<file path="src/bls_pkg.sv">
// Shared constants and types for the Bresenham line stepper.
package bls_pkg;

    localparam int COORD_WIDTH_DEF = 16;

    // Command selector carried on the input tuser.
    typedef enum logic [1:0] {
        FUNC_TICK = 2'd0,
        FUNC_LINE = 2'd1,
        FUNC_HOME = 2'd2,
        FUNC_RSVD = 2'd3
    } t_func;

    // Per-beat status flags of one result.
    typedef struct packed {
        logic refused;
        logic finished;
        logic busy_res;
        logic y_backward;
        logic x_backward;
        logic y_step;
        logic x_step;
    } t_flags;

    localparam int FLAGS_W = $bits(t_flags);

endpackage

</file>
<file path="src/bls_core.sv">
// Motion state registers and the per-beat line / homing step logic.
module bls_core #(
    parameter int COORD_WIDTH = bls_pkg::COORD_WIDTH_DEF
) (
    input  logic                   i_clk,
    input  logic                   i_rst_n,
    input  logic                   i_en,
    input  logic [1:0]             i_func,
    input  logic [COORD_WIDTH-1:0] i_target_x,
    input  logic [COORD_WIDTH-1:0] i_target_y,
    input  logic                   i_limit_xmin,
    output bls_pkg::t_flags        o_flags,
    output logic [COORD_WIDTH-1:0] o_pos_x,
    output logic [COORD_WIDTH-1:0] o_pos_y
);
    import bls_pkg::*;

    localparam int W = COORD_WIDTH;
    localparam int E = COORD_WIDTH + 2;

    typedef enum logic [1:0] {
        MODE_IDLE = 2'd0,
        MODE_LINE = 2'd1,
        MODE_HOME = 2'd2
    } t_mode;

    t_mode              r_mode,      n_mode;
    logic [W-1:0]       r_pos_x,     n_pos_x;
    logic [W-1:0]       r_pos_y,     n_pos_y;
    logic [W-1:0]       r_steps,     n_steps;
    logic signed [E-1:0] r_err,      n_err;
    logic signed [E-1:0] r_minor2,   n_minor2;
    logic signed [E-1:0] r_both,     n_both;
    logic               r_x_major,   n_x_major;
    logic               r_dir_x,     n_dir_x;
    logic               r_dir_y,     n_dir_y;

    logic               x_back, y_back, x_major, minor, is_cmd;
    logic [W-1:0]       dx, dy, dmaj, dmin, steps_dec;
    logic signed [E-1:0] min2, maj2, maj1;
    t_flags             flags;

    // Line setup terms, evaluated in parallel from the held position.
    always_comb begin
        x_back  = $signed(r_pos_x) > $signed(i_target_x);
        y_back  = $signed(r_pos_y) > $signed(i_target_y);
        dx      = x_back ? r_pos_x - i_target_x : i_target_x - r_pos_x;
        dy      = y_back ? r_pos_y - i_target_y : i_target_y - r_pos_y;
        x_major = dx >= dy;
        dmaj    = x_major ? dx : dy;
        dmin    = x_major ? dy : dx;
        min2    = {1'b0, dmin, 1'b0};
        maj2    = {1'b0, dmaj, 1'b0};
        maj1    = {2'b00, dmaj};
    end

    always_comb begin
        n_mode    = r_mode;
        n_pos_x   = r_pos_x;
        n_pos_y   = r_pos_y;
        n_steps   = r_steps;
        n_err     = r_err;
        n_minor2  = r_minor2;
        n_both    = r_both;
        n_x_major = r_x_major;
        n_dir_x   = r_dir_x;
        n_dir_y   = r_dir_y;
        flags     = '0;
        minor     = 1'b0;
        steps_dec = (r_steps != '0) ? r_steps - 1'b1 : '0;
        is_cmd    = (i_func == FUNC_LINE) || (i_func == FUNC_HOME);

        if (is_cmd && r_mode != MODE_IDLE) begin
            flags.refused = 1'b1;
        end else if (i_func == FUNC_LINE) begin
            n_dir_x   = x_back;
            n_dir_y   = y_back;
            n_x_major = x_major;
            n_minor2  = min2;
            n_both    = min2 - maj2;
            n_err     = min2 - maj1;
            n_steps   = dmaj;
            if (dmaj == '0) begin
                n_mode         = MODE_IDLE;
                flags.finished = 1'b1;
            end else begin
                n_mode = MODE_LINE;
            end
        end else if (i_func == FUNC_HOME) begin
            n_dir_x = 1'b1;
            if (i_limit_xmin) begin
                n_pos_x        = '0;
                n_pos_y        = '0;
                n_mode         = MODE_IDLE;
                flags.finished = 1'b1;
            end else begin
                n_mode = MODE_HOME;
            end
        end else begin
            case (r_mode)
                MODE_LINE: begin
                    minor        = r_err > 0;
                    n_err        = r_err + (minor ? r_both : r_minor2);
                    flags.x_step = r_x_major || minor;
                    flags.y_step = !r_x_major || minor;
                    if (flags.x_step) begin
                        n_pos_x = r_dir_x ? r_pos_x - 1'b1 : r_pos_x + 1'b1;
                    end
                    if (flags.y_step) begin
                        n_pos_y = r_dir_y ? r_pos_y - 1'b1 : r_pos_y + 1'b1;
                    end
                    n_steps = steps_dec;
                    if (steps_dec == '0) begin
                        n_mode         = MODE_IDLE;
                        flags.finished = 1'b1;
                    end
                end
                MODE_HOME: begin
                    if (i_limit_xmin) begin
                        n_pos_x        = '0;
                        n_pos_y        = '0;
                        n_mode         = MODE_IDLE;
                        flags.finished = 1'b1;
                    end else begin
                        flags.x_step = 1'b1;
                        n_pos_x      = r_pos_x - 1'b1;
                    end
                end
                default: begin
                end
            endcase
        end

        flags.x_backward = n_dir_x;
        flags.y_backward = n_dir_y;
        flags.busy_res   = n_mode != MODE_IDLE;
    end

    always_ff @(posedge i_clk) begin
        if (!i_rst_n) begin
            r_mode    <= MODE_IDLE;
            r_pos_x   <= '0;
            r_pos_y   <= '0;
            r_steps   <= '0;
            r_err     <= '0;
            r_minor2  <= '0;
            r_both    <= '0;
            r_x_major <= 1'b1;
            r_dir_x   <= 1'b0;
            r_dir_y   <= 1'b0;
        end else if (i_en) begin
            r_mode    <= n_mode;
            r_pos_x   <= n_pos_x;
            r_pos_y   <= n_pos_y;
            r_steps   <= n_steps;
            r_err     <= n_err;
            r_minor2  <= n_minor2;
            r_both    <= n_both;
            r_x_major <= n_x_major;
            r_dir_x   <= n_dir_x;
            r_dir_y   <= n_dir_y;
        end
    end

    assign o_flags = flags;
    assign o_pos_x = n_pos_x;
    assign o_pos_y = n_pos_y;

endmodule

</file>
<file path="src/bresenham_line_stepper.sv">
// Two-axis Bresenham line stepper: input register, step core, result register.
//
// Usage:
//   Slave stream carries one command beat: tuser selects tick, start line or
//   start homing; tdata holds the target point and the X minimum limit bit.
//   Each accepted beat yields exactly one master beat with the step pulses,
//   direction levels, busy / finished / refused flags and the new position.
//   A line command only loads the Bresenham terms; each following tick gives
//   one major-axis step plus a minor step when the error term is positive.
//   Homing steps X backward per tick until the limit bit reads 1, then zeroes
//   both positions. Commands arriving during a move are refused.
// Timing:
//   A beat passes through the input register, then the step core into the result
//   register. Throughput is one beat per cycle while the master side does not stall;
//   the position and error registers are updated by a single add / compare per beat.
// Reset and stall:
//   Synchronous active-low reset clears both pipeline stages, parks the
//   position at the origin and leaves the stepper idle. While the master side
//   stalls, results hold and the input register still takes one more beat.
module bresenham_line_stepper #(
    parameter int COORD_WIDTH = bls_pkg::COORD_WIDTH_DEF,
    localparam int InTdataW   = ((2 * COORD_WIDTH + 1 + 7) / 8) * 8,
    localparam int OutTdataW  = ((2 * COORD_WIDTH + bls_pkg::FLAGS_W + 7) / 8) * 8
) (
    input  logic                 i_clk,
    input  logic                 i_rst_n,
    input  logic                 i_s_axis_tvalid,
    output logic                 o_s_axis_tready,
    // tdata: target_x, target_y, limit_xmin, zero pad
    input  logic [InTdataW-1:0]  i_s_axis_tdata,
    // tuser: func
    input  logic [1:0]           i_s_axis_tuser,
    output logic                 o_m_axis_tvalid,
    input  logic                 i_m_axis_tready,
    // tdata: x_step, y_step, x_backward, y_backward, busy_res, finished,
    //        refused, pos_x, pos_y, zero pad
    output logic [OutTdataW-1:0] o_m_axis_tdata
);
    import bls_pkg::*;

    localparam int W     = COORD_WIDTH;
    localparam int OUT_W = 2 * W + FLAGS_W;

    logic         r_in_valid;
    logic [1:0]   r_in_func;
    logic [W-1:0] r_in_tx, r_in_ty;
    logic         r_in_lim;

    logic         r_out_valid;
    t_flags       r_out_flags;
    logic [W-1:0] r_out_px, r_out_py;

    logic         out_ok, adv, s_acc;
    t_flags       core_flags;
    logic [W-1:0] core_px, core_py;

    assign out_ok          = !r_out_valid || i_m_axis_tready;
    assign adv             = r_in_valid && out_ok;
    assign o_s_axis_tready = !r_in_valid || out_ok;
    assign s_acc           = i_s_axis_tvalid && o_s_axis_tready;

    always_ff @(posedge i_clk) begin
        if (!i_rst_n) begin
            r_in_valid <= 1'b0;
        end else if (s_acc) begin
            r_in_valid <= 1'b1;
        end else if (adv) begin
            r_in_valid <= 1'b0;
        end
    end

    always_ff @(posedge i_clk) begin
        if (s_acc) begin
            r_in_func <= i_s_axis_tuser;
            r_in_tx   <= i_s_axis_tdata[W-1:0];
            r_in_ty   <= i_s_axis_tdata[2*W-1:W];
            r_in_lim  <= i_s_axis_tdata[2*W];
        end
    end

    bls_core #(
        .COORD_WIDTH(COORD_WIDTH)
    ) u_core (
        .i_clk       (i_clk),
        .i_rst_n     (i_rst_n),
        .i_en        (adv),
        .i_func      (r_in_func),
        .i_target_x  (r_in_tx),
        .i_target_y  (r_in_ty),
        .i_limit_xmin(r_in_lim),
        .o_flags     (core_flags),
        .o_pos_x     (core_px),
        .o_pos_y     (core_py)
    );

    always_ff @(posedge i_clk) begin
        if (!i_rst_n) begin
            r_out_valid <= 1'b0;
        end else if (adv) begin
            r_out_valid <= 1'b1;
        end else if (i_m_axis_tready) begin
            r_out_valid <= 1'b0;
        end
    end

    always_ff @(posedge i_clk) begin
        if (adv) begin
            r_out_flags <= core_flags;
            r_out_px    <= core_px;
            r_out_py    <= core_py;
        end
    end

    assign o_m_axis_tvalid = r_out_valid;
    assign o_m_axis_tdata  = {{(OutTdataW - OUT_W){1'b0}}, r_out_py, r_out_px, r_out_flags};

endmodule
</file>
<file path="config.mk">
export PLATFORM = sky130hd
export DESIGN_NAME = bresenham_line_stepper
export DESIGN_NICKNAME = d
export VERILOG_FILES = /design/src/bls_pkg.sv /design/src/bls_core.sv /design/src/bresenham_line_stepper.sv
export SDC_FILE = /design/constraint.sdc
export NUM_CORES = 1
export LEC_CHECK = 0
export BUFFER_PORTS_ARGS = -buffer_cell sky130_fd_sc_hd__buf_2
export CORE_ASPECT_RATIO = 1.75
export CORE_MARGIN = 2
export CORE_UTILIZATION = 57
export DETAILED_ROUTE_END_ITERATION = 6
export PLACE_DENSITY_LB_ADDON = 0.15
export SLEW_MARGIN = 20
export SYNTH_ARGS = -nofsm -noshare
export SYNTH_HDL_FRONTEND = slang
export SYNTH_SLANG_ARGS = --single-unit
export TNS_END_PERCENT = 30
</file>
<file path="constraint.sdc">
create_clock -name i_clk -period 8.55 [get_ports i_clk]
set_clock_uncertainty 0.1 [all_clocks]
set_input_delay 0.4275 -clock i_clk [delete_from_list [all_inputs] [get_ports i_clk]]
set_output_delay 0.4275 -clock i_clk [all_outputs]
set_load 0.03 [all_outputs]
</file>
==> results of run 1 <==
## cells in the mapped netlist (11+ instances only)
cell type and number:
sky130_fd_sc_hd__nand2_1 198, sky130_fd_sc_hd__a21oi_1 166, sky130_fd_sc_hd__nor2_1 164, sky130_fd_sc_hd__ha_1 130, sky130_fd_sc_hd__inv_1 123, sky130_fd_sc_hd__dfxtp_1 106
sky130_fd_sc_hd__o21ai_0 99, sky130_fd_sc_hd__edfxtp_1 74, sky130_fd_sc_hd__clkbuf_1 64, sky130_fd_sc_hd__xnor2_1 54, sky130_fd_sc_hd__nor3_1 45, sky130_fd_sc_hd__mux2i_1 39
sky130_fd_sc_hd__nand3_1 36, sky130_fd_sc_hd__a21o_1 35, sky130_fd_sc_hd__a211oi_1 30, sky130_fd_sc_hd__mux2_2 27, sky130_fd_sc_hd__a31oi_1 26, sky130_fd_sc_hd__xor2_1 22
sky130_fd_sc_hd__and3_1 19, sky130_fd_sc_hd__nand4_1 19, sky130_fd_sc_hd__nor2b_1 19, sky130_fd_sc_hd__buf_2 18, sky130_fd_sc_hd__or3_1 18, sky130_fd_sc_hd__nor4_1 16
sky130_fd_sc_hd__and2_1 15, sky130_fd_sc_hd__o21a_1 15, sky130_fd_sc_hd__o221ai_1 14, sky130_fd_sc_hd__nand2b_1 13, sky130_fd_sc_hd__a221o_1 11, sky130_fd_sc_hd__o31ai_1 11
## power groups by stage
stage	registers, uW	logic (uW)	clock network, uW
floorplan	997	1340	0
global placement	986	1800	0
detailed placement	987	1830	0
CTS	968	1840	869
global route	973	2040	899
finish	969	1880	856
## cell families after synthesis
family | count (synthesis) | share of synthesized area (%)
simple gates | 606 | 19.1
compound gates | 560 | 25.2
buf+inv | 216 | 5.71
flops | 180 | 28.9
fa+ha+maj | 137 | 11.7
xor+xnor | 78 | 4.64
mux | 67 | 4.72
other cells | 1 | 0.0249
## critical path: cells and delay by family (launching register included)
kind / cells / cell delay, ns
mux: 1 / 0.20
simple gates: 6 / 1.06
xor+xnor: 2 / 0.71
buf+inv: 6 / 0.84
fa+ha+maj: 4 / 1.43
flops: 1 / 0.31
compound gates: 16 / 3.31
## per-stage QoR
stage,setup slack [ns],instances,total power [uW]
3_5_place_dp,0.166,2207,2820
4_1_cts,0.164,2239,3680
5_1_grt,0.00921,2242,3920
2_1_floorplan,0.106,1845,2340
6_report,0.415,2242,3700
3_3_place_gp,0.370,2207,2790
## what timing repair did
action,4_1_cts,5_1_grt
gates resized for setup,0,19
hold buffers,0,0
buffers inserted,0,3
endpoints found under the setup margin,0,7
## final cells by class
class	instances	area [sq um]	area share, %
clock inverters	15	203	1.22
multi-input cells	1449	9950	59.9
repair buffers	135	828	4.98
well taps	320	400	2.41
clock buffers	17	425	2.56
flip-flops and latches	180	4340	26.1
inverters	126	473	2.84
## sequential cells by signal, summed over array words and instances (netlist names), 2 cells and up
name	cells
r_in_func	2
u_core.r_both	17
u_core.r_err	18
u_core.r_minor2	16
u_core.r_pos_x	16
u_core.r_steps	16
r_in_ty	16
u_core.r_pos_y	16
o_m_axis_tdata	7
r_out_py	16
r_out_px	16
r_in_tx	16
u_core.r_mode	2
## worst max-delay path by stage
stage | start | endpoint | slack, ns | cells past startpoint
after global routing | u_core.r_pos_x[0]$_SDFFE_PN0P_ | u_core.r_err[14]$_SDFFE_PN0P_ | 0.009 | 35
after CTS | r_in_ty[11]$_DFFE_PP_ | u_core.r_err[16]$_SDFFE_PN0P_ | 0.16 | 34
after global placement | r_in_ty[11]$_DFFE_PP_ | u_core.r_err[16]$_SDFFE_PN0P_ | 0.37 | 34
after detailed placement | r_in_ty[11]$_DFFE_PP_ | u_core.r_err[16]$_SDFFE_PN0P_ | 0.17 | 34
final | u_core.r_pos_x[0]$_SDFFE_PN0P_ | u_core.r_err[16]$_SDFFE_PN0P_ | 0.42 | 35
after floorplan | u_core.r_pos_x[0]$_SDFFE_PN0P_ | u_core.r_err[16]$_SDFFE_PN0P_ | 0.11 | 38
## routing by layer
metal	wire, um	part of all wire, %	up-vias	GRT usage, %
met5	0	0	-	0
met4	3310	7.1	0	22.3
met3	2400	5.1	168	5.17
met2	23600	51	475	60.4
met1	17300	37	6848	34.9
li1	-	-	6866	-
==> reports/metrics.json, run 1 <==
{
  "routing": {
    "via_per_inst": 6.40,
    "finalWirelength_um": 46600,
    "dr.pass1.iters": 5,
    "routed-via-count": 14400,
    "wire_per_inst_um": 20.8,
    "initialDrtViolationCount": 993,
    "ant_nets": 0,
    "route.detailed.drc": 0
  },
  "synthesis": {
    "seq_area_frac_synth_pct": 28.9,
    "mappedNetlistArea_sq_mm": 0.0150,
    "netlist_instances": 1845,
    "synth_top_cell_area_share_pct": 14.8,
    "ys_seq_elements": 180,
    "synth.net_count": 2028,
    "synth-async-reset-ratio_pct": 0,
    "netlist.top_cell.by_area": "sky130_fd_sc_hd__edfxtp_1",
    "synth-main-ff-cell": "sky130_fd_sc_hd__dfxtp_1",
    "synth-edff-count": 74,
    "yosys.cell_types.count": 100,
    "synth.area.top_cells": "sky130_fd_sc_hd__edfxtp_1 15%, sky130_fd_sc_hd__dfxtp_1 14%, sky130_fd_sc_hd__ha_1 11%, sky130_fd_sc_hd__a21oi_1 5.5%, sky130_fd_sc_hd__nand2_1 4.9%",
    "yosys_warnings": 0,
    "synth_area_per_cell_sq_um": 8.15
  },
  "clocking": {
    "cts_made_buffers": 17,
    "htree_num_levels": 4,
    "clk_path_buf_depth": 2,
    "cts_num_sinks": 180,
    "clk_pin_slew_worst_paths_ns": 0.07,
    "clock_tree.root_cell": "sky130_fd_sc_hd__clkbuf_16",
    "skew_pair_late_insertion_delay_ns": 0.47,
    "clock_tree_from_tritoncts": "done"
  },
  "power_and_ir_drop": {
    "power.share.combinational_pct": 50.7,
    "power.switching_fraction_pct": 41.8,
    "power.clock.fraction_pct": 23.1,
    "cell_int_power_uw": 2160,
    "p_seq_share_pct": 26.2,
    "irDropWorstVdd_mv": 0.172,
    "switching_power_uw": 1550,
    "power.static_leakage_uw": 0.00695,
    "power.density_cell_area_mw_per_mm2": 223
  },
  "floorplanning": {
    "die_height_um": 219,
    "rows": 78,
    "placeableCoreArea_sq_mm": 0.0260,
    "floorplan.die.width_um": 127,
    "design.portCount": 88,
    "die-area_sq_mm": 0.0278,
    "start_util_pct": 58.0
  },
  "critical_path": {
    "setup.reg_to_reg.worst_slack_ns": 0.42,
    "crit_path_start_kind": "register",
    "worst_ep_arrival_time_ns": 8.36,
    "critPathMaxStageDelay_ns": 0.57,
    "worst_setup_path_end_kind": "register",
    "path_max_fanout": 20,
    "crit_required_ns": 8.78,
    "slowest_stage": "sky130_fd_sc_hd__xnor2_1",
    "reg2regPathDepth": 35,
    "regToRegEndpoint": "u_core.r_err[16]$_SDFFE_PN0P_",
    "worst-setup-path-type": "register to register",
    "startpoint_of_the_worst_register_to_register_path": "u_core.r_pos_x[0]$_SDFFE_PN0P_"
  },
  "global_route": {
    "grt_antenna_before_repair": 0,
    "grt_pass1_vias": 14100,
    "grt_max_degree": 84,
    "grt_pass1_wl_um": 72600,
    "globalRouteOverflowTotal": 0,
    "grt_usage_pct": 33.2
  },
  "cells_and_area": {
    "nFillCells": 2337,
    "area_growth_syn_to_layout_pct": 10.5,
    "layout_common_cells": "198 x sky130_fd_sc_hd__nand2_1, 163 x sky130_fd_sc_hd__a21oi_1, 162 x sky130_fd_sc_hd__nor2_1",
    "final_core_utilization_pct": 64.0,
    "antenna_diode_instance_count": 0,
    "final_area_sq_mm": 0.0166,
    "post_route_cells_drive_above_1_share_pct": 13.6,
    "nets": 2092,
    "mostFrequentLayoutCell": "sky130_fd_sc_hd__nand2_1"
  },
  "sta": {
    "worst_slew_pin_slew_ns": 1.10,
    "slew_viol_final": 0,
    "unrepaired_setup_endpoints_after_global_routing": "false",
    "period_share_pct": 95.1,
    "hold_slack_ns": 0.0308,
    "finalSetupTns_ns": 0,
    "maximum_achievable_frequency_mhz": 123,
    "setup-violations-final": 0,
    "timing.final.hold_violations": 0,
    "finalWorstPathRequiredPeriod_ns": 8.13,
    "slew_headroom_pct": 26.8
  },
  "place": {
    "place.gp.congestion": 0.962,
    "portBuffers": 79,
    "area_after_detailed_placement_sq_mm": 0.0159,
    "post-dp-hpwl_um": 35400
  },
  "hold_path": {
    "worstHoldPathType": "input port to register",
    "timing.hold.worst_path_depth": 1,
    "hold_path_startpoint": "i_s_axis_tdata[2]",
    "min_delay_worst_endpoint": "r_in_tx[2]$_DFFE_PP_"
  },
  "job": {
    "timing.max_cap.violations": 0
  },
  "run_status": {
    "outcome": "finished clean"
  }
}
Power figures use the tool's default switching activity.
==> run 2, diff against run 1 <==
CELL_PAD_IN_SITES_DETAIL_PLACEMENT = 1   (was unset)
CELL_PAD_IN_SITES_GLOBAL_PLACEMENT = 2   (was unset)
CORE_UTILIZATION = 34   (was 57)
==> reports/metrics.json, run 2 (synthesized netlist as in run 1, its figures left out) <==
{
  "run_status": {
    "outcome": {"value": "finished clean", "change": "unchanged"}
  },
  "floorplanning": {
    "floorplan.die.width": {"value": 163, "unit": "um", "change": "was 127 um"},
    "die_height": {"value": 282, "unit": "um", "change": "was 219 um"},
    "design.portCount": {"value": 88, "change": "unchanged"},
    "start_util": {"value": 34.2, "unit": "%", "change": "was 58.0%"},
    "placeableCoreArea": {"value": 0.0440, "unit": "sq mm", "change": "was 0.0260 sq mm"},
    "die-area": {"value": 0.0460, "unit": "sq mm", "change": "was 0.0278 sq mm"},
    "rows": {"value": 102, "change": "was 78"}
  },
  "cells_and_area": {
    "area_growth_syn_to_layout": {"value": 14.3, "unit": "%", "change": "was 10.5%"},
    "reg_top3": {"value": "u_core.r_err x18, u_core.r_both x17", "change": "unchanged"},
    "final_core_utilization": {"value": 39.1, "unit": "%", "change": "was 64.0%"},
    "nFillCells": {"value": 5277, "change": "was 2,337"},
    "largest_reg_flops": {"value": 18, "change": "unchanged"},
    "multi_input_area": {"value": 0.00993, "unit": "sq mm", "change": "was 0.00995 sq mm"},
    "antenna_diode_instance_count": {"value": 0, "change": "unchanged"},
    "post_route_cells_drive_above_1_share": {"value": 15.3, "unit": "%", "change": "was 13.6%"},
    "nets": {"value": 2132, "change": "was 2,092"},
    "registers.top_by_ff_count": {"value": "u_core.r_err", "change": "unchanged"},
    "layout_common_cells": {"value": "198 x sky130_fd_sc_hd__nand2_1, 162 x sky130_fd_sc_hd__a21oi_1, 162 x sky130_fd_sc_hd__nor2_1", "change": "was 198 x sky130_fd_sc_hd__nand2_1, 163 x sky130_fd_sc_hd__a21oi_1, 162 x sky130_fd_sc_hd__nor2_1"},
    "register_area": {"value": 0.00435, "unit": "sq mm", "change": "was 0.00434 sq mm"},
    "mostFrequentLayoutCell": {"value": "sky130_fd_sc_hd__nand2_1", "change": "unchanged"}
  },
  "hold_path": {
    "worstHoldPathType": {"value": "input port to register", "change": "unchanged"}
  },
  "clocking": {
    "clock_tree.root_cell": {"value": "sky130_fd_sc_hd__clkbuf_16", "change": "unchanged"},
    "htree_num_levels": {"value": 4, "change": "unchanged"},
    "cts_made_buffers": {"value": 17, "change": "unchanged"},
    "clk_pin_slew_worst_paths": {"value": 0.07, "unit": "ns", "change": "about the same"},
    "cts_num_sinks": {"value": 180, "change": "unchanged"},
    "clock_tree_from_tritoncts": {"value": "done", "change": "unchanged"},
    "clk_path_buf_depth": {"value": 2, "change": "unchanged"},
    "skew_pair_late_insertion_delay": {"value": 0.47, "unit": "ns", "change": "about the same"}
  },
  "sta": {
    "slew_viol_final": {"value": 0, "change": "unchanged"},
    "setup-violations-final": {"value": 0, "change": "unchanged"},
    "slew_headroom": {"value": 23.0, "unit": "%", "change": "was 26.8%"},
    "timing.final.hold_violations": {"value": 0, "change": "unchanged"},
    "worst_slew_pin_slew": {"value": 1.15, "unit": "ns", "change": "was 1.10 ns"},
    "period_share": {"value": 95.0, "unit": "%", "change": "was 95.1%"},
    "finalWorstPathRequiredPeriod": {"value": 8.12, "unit": "ns", "change": "was 8.13 ns"},
    "hold_slack": {"value": 0.0293, "unit": "ns", "change": "was 0.0308 ns"},
    "final.setup.worst_slack": {"value": 0.427, "unit": "ns", "change": "was 0.415 ns"},
    "maximum_achievable_frequency": {"value": 123, "unit": "MHz", "change": "about the same"}
  },
  "critical_path": {
    "worst_setup_path_end_kind": {"value": "register", "change": "unchanged"},
    "reg2regPathDepth": {"value": 34, "change": "was 35"},
    "slowest_stage": {"value": "sky130_fd_sc_hd__ha_1", "change": "was sky130_fd_sc_hd__xnor2_1"},
    "critPathMaxStageDelay": {"value": 0.53, "unit": "ns", "change": "was 0.57 ns"},
    "worst-setup-path-type": {"value": "register to register", "change": "unchanged"},
    "startpoint_of_the_worst_register_to_register_path": {"value": "u_core.r_pos_x[15]$_SDFFE_PN0P_", "change": "was u_core.r_pos_x[0]$_SDFFE_PN0P_"},
    "regToRegEndpoint": {"value": "u_core.r_err[16]$_SDFFE_PN0P_", "change": "unchanged"},
    "crit_path_start": {"value": "u_core.r_pos_x[15]$_SDFFE_PN0P_", "change": "was u_core.r_pos_x[0]$_SDFFE_PN0P_"},
    "cp.depth": {"value": 34, "change": "was 35"},
    "cp_num_buf_inv": {"value": 5, "change": "was 6"},
    "worst_setup_path_endpoint": {"value": "u_core.r_err[16]$_SDFFE_PN0P_", "change": "unchanged"},
    "worst_ep_arrival_time": {"value": 8.35, "unit": "ns", "change": "was 8.36 ns"},
    "worst_path_dominant_cell_family": {"value": "compound AO/OA/AOI/OAI gates", "change": "unchanged"},
    "setup.reg_to_reg.worst_slack": {"value": 0.43, "unit": "ns", "change": "was 0.42 ns"},
    "crit_path_start_kind": {"value": "register", "change": "unchanged"},
    "path_max_fanout": {"value": 10, "change": "was 20"},
    "crit_required": {"value": 8.78, "unit": "ns", "change": "about the same"},
    "cpMostUsedCell": "sky130_fd_sc_hd__buf_4"
  },
  "global_route": {
    "grt_max_degree": {"value": 63, "change": "was 84"},
    "grt_antenna_before_repair": {"value": 0, "change": "unchanged"},
    "globalRouteOverflowTotal": {"value": 0, "change": "unchanged"},
    "grt_pass1_vias": {"value": 15700, "change": "was 14,100"},
    "grt_usage": {"value": 26.2, "unit": "%", "change": "was 33.2%"},
    "grt_pass1_wl": {"value": 90700, "unit": "um", "change": "was 72,600 um"}
  },
  "routing": {
    "wl_met1": {"value": 20800, "unit": "um", "change": "was 17,300 um"},
    "dr.pass1.iters": {"value": 5, "change": "unchanged"},
    "met3RoutedLength": {"value": 1100, "unit": "um", "change": "was 2400 um"},
    "via_per_inst": {"value": 5.70, "change": "was 6.40"},
    "wire_per_inst": {"value": 23.4, "unit": "um", "change": "was 20.8 um"},
    "finalWirelength": {"value": 59400, "unit": "um", "change": "was 46,600 um"},
    "route.top_layer_used": {"value": "met4", "change": "unchanged"},
    "initialDrtViolationCount": {"value": 575, "change": "was 993"},
    "met2_length": {"value": 33700, "unit": "um", "change": "was 23,600 um"},
    "ant_nets": {"value": 0, "change": "unchanged"},
    "routed-via-count": {"value": 14400, "change": "about the same"},
    "route.detailed.drc": {"value": 0, "change": "unchanged"}
  },
  "power_and_ir_drop": {
    "irDropWorstVdd": {"value": 0.158, "unit": "mV", "change": "was 0.172 mV"},
    "cell_int_power": {"value": 2220, "unit": "uW", "change": "was 2160 uW"},
    "power.density_cell_area": {"value": 223, "unit": "mW/mm^2", "change": "about the same"},
    "p_seq_share": {"value": 25.3, "unit": "%", "change": "was 26.2%"},
    "power.switching_fraction": {"value": 42.2, "unit": "%", "change": "was 41.8%"},
    "switching_power": {"value": 1620, "unit": "uW", "change": "was 1550 uW"},
    "power.share.combinational": {"value": 52.6, "unit": "%", "change": "was 50.7%"},
    "power.static_leakage": {"value": 0.00716, "unit": "uW", "change": "was 0.00695 uW"},
    "total_power": {"value": 3840, "unit": "uW", "change": "was 3700 uW"},
    "power.clock.fraction": {"value": 22.1, "unit": "%", "change": "was 23.1%"}
  },
  "place": {
    "post-dp-hpwl": {"value": 47600, "unit": "um", "change": "was 35,400 um"},
    "preCtsSetupSlack": {"value": 0.247, "unit": "ns", "change": "was 0.166 ns"},
    "portBuffers": {"value": 79, "change": "unchanged"},
    "place.gp.congestion": {"value": 0.920, "change": "was 0.962"}
  },
  "job": {
    "timing.max_cap.violations": {"value": 0, "change": "unchanged"}
  }
}
[run 2: changes by cell type in the layout (fill, tap and decap cells not counted), moves of 3 or more]
cell	delta
sky130_fd_sc_hd__clkinvlp_4	-3
sky130_fd_sc_hd__dfxtp_2	+3
sky130_fd_sc_hd__clkinv_2	+3
sky130_fd_sc_hd__dfxtp_1	-3
sky130_fd_sc_hd__buf_4	+40
[run 2: final cells by class]
| class | count | share of cell area, % |
|---|---|---|
| clock buffers | 22 | 2.82 |
| repair buffers | 175 | 6.56 |
| clock inverters | 10 | 0.677 |
| well taps | 572 | 4.16 |
| flip-flops and latches | 180 | 25.3 |
| inverters | 126 | 2.75 |
| multi-input cells | 1449 | 57.7 |
[run 2: timing repair]
action / in CTS / in global routing
setup buffers: 0 / 4
setup endpoints to repair: 0 / 4
hold buffers: 0 / 0
resized for setup: 0 / 17
[run 2: power groups by stage]
stage	Combinational (uW)	Sequential, uW	Clock [uW]
after detailed placement	2000	991	0
after CTS	2010	971	867
final	2020	972	847
after global routing	2230	976	897
after floorplan	1340	997	0
after global placement	1970	990	0
[run 2: metal layers]
metal,vias to the layer above,GRT usage [%]
li1,6932,-
met1,7140,24.4
met2,254,53.7
met3,119,2.36
met4,0,15.7
met5,-,0
[run 2: how the worst min path moves through the flow]
| stage | startpoint | endpoint | slack [ns] | depth (start not counted) |
|---|---|---|---|---|
| after global routing | i_s_axis_tdata[31] | r_in_ty[15]$_DFFE_PP_ | 0.02 | 1 |
| after detailed placement | u_core.r_both[7]$_SDFFE_PN0P_ | u_core.r_both[7]$_SDFFE_PN0P_ | 0.35 | 2 |
| after global placement | u_core.r_minor2[7]$_SDFFE_PN0P_ | u_core.r_minor2[7]$_SDFFE_PN0P_ | 0.34 | 2 |
| final | i_s_axis_tdata[11] | r_in_tx[11]$_DFFE_PP_ | 0.03 | 1 |
| after floorplan | u_core.r_both[12]$_SDFFE_PN0P_ | u_core.r_both[12]$_SDFFE_PN0P_ | 0.32 | 2 |
| after CTS | i_s_axis_tdata[11] | r_in_tx[11]$_DFFE_PP_ | 0.008 | 1 |
[run 2: stage by stage]
stage	std cells	setup TNS (ns)	cell area [sq um]
3_3_place_gp	2498	0	16500
3_5_place_dp	2498	0	16500
6_report	2534	0	17200
2_1_floorplan	1845	0	15100
5_1_grt	2534	-0.0232	17200
4_1_cts	2530	0	17100
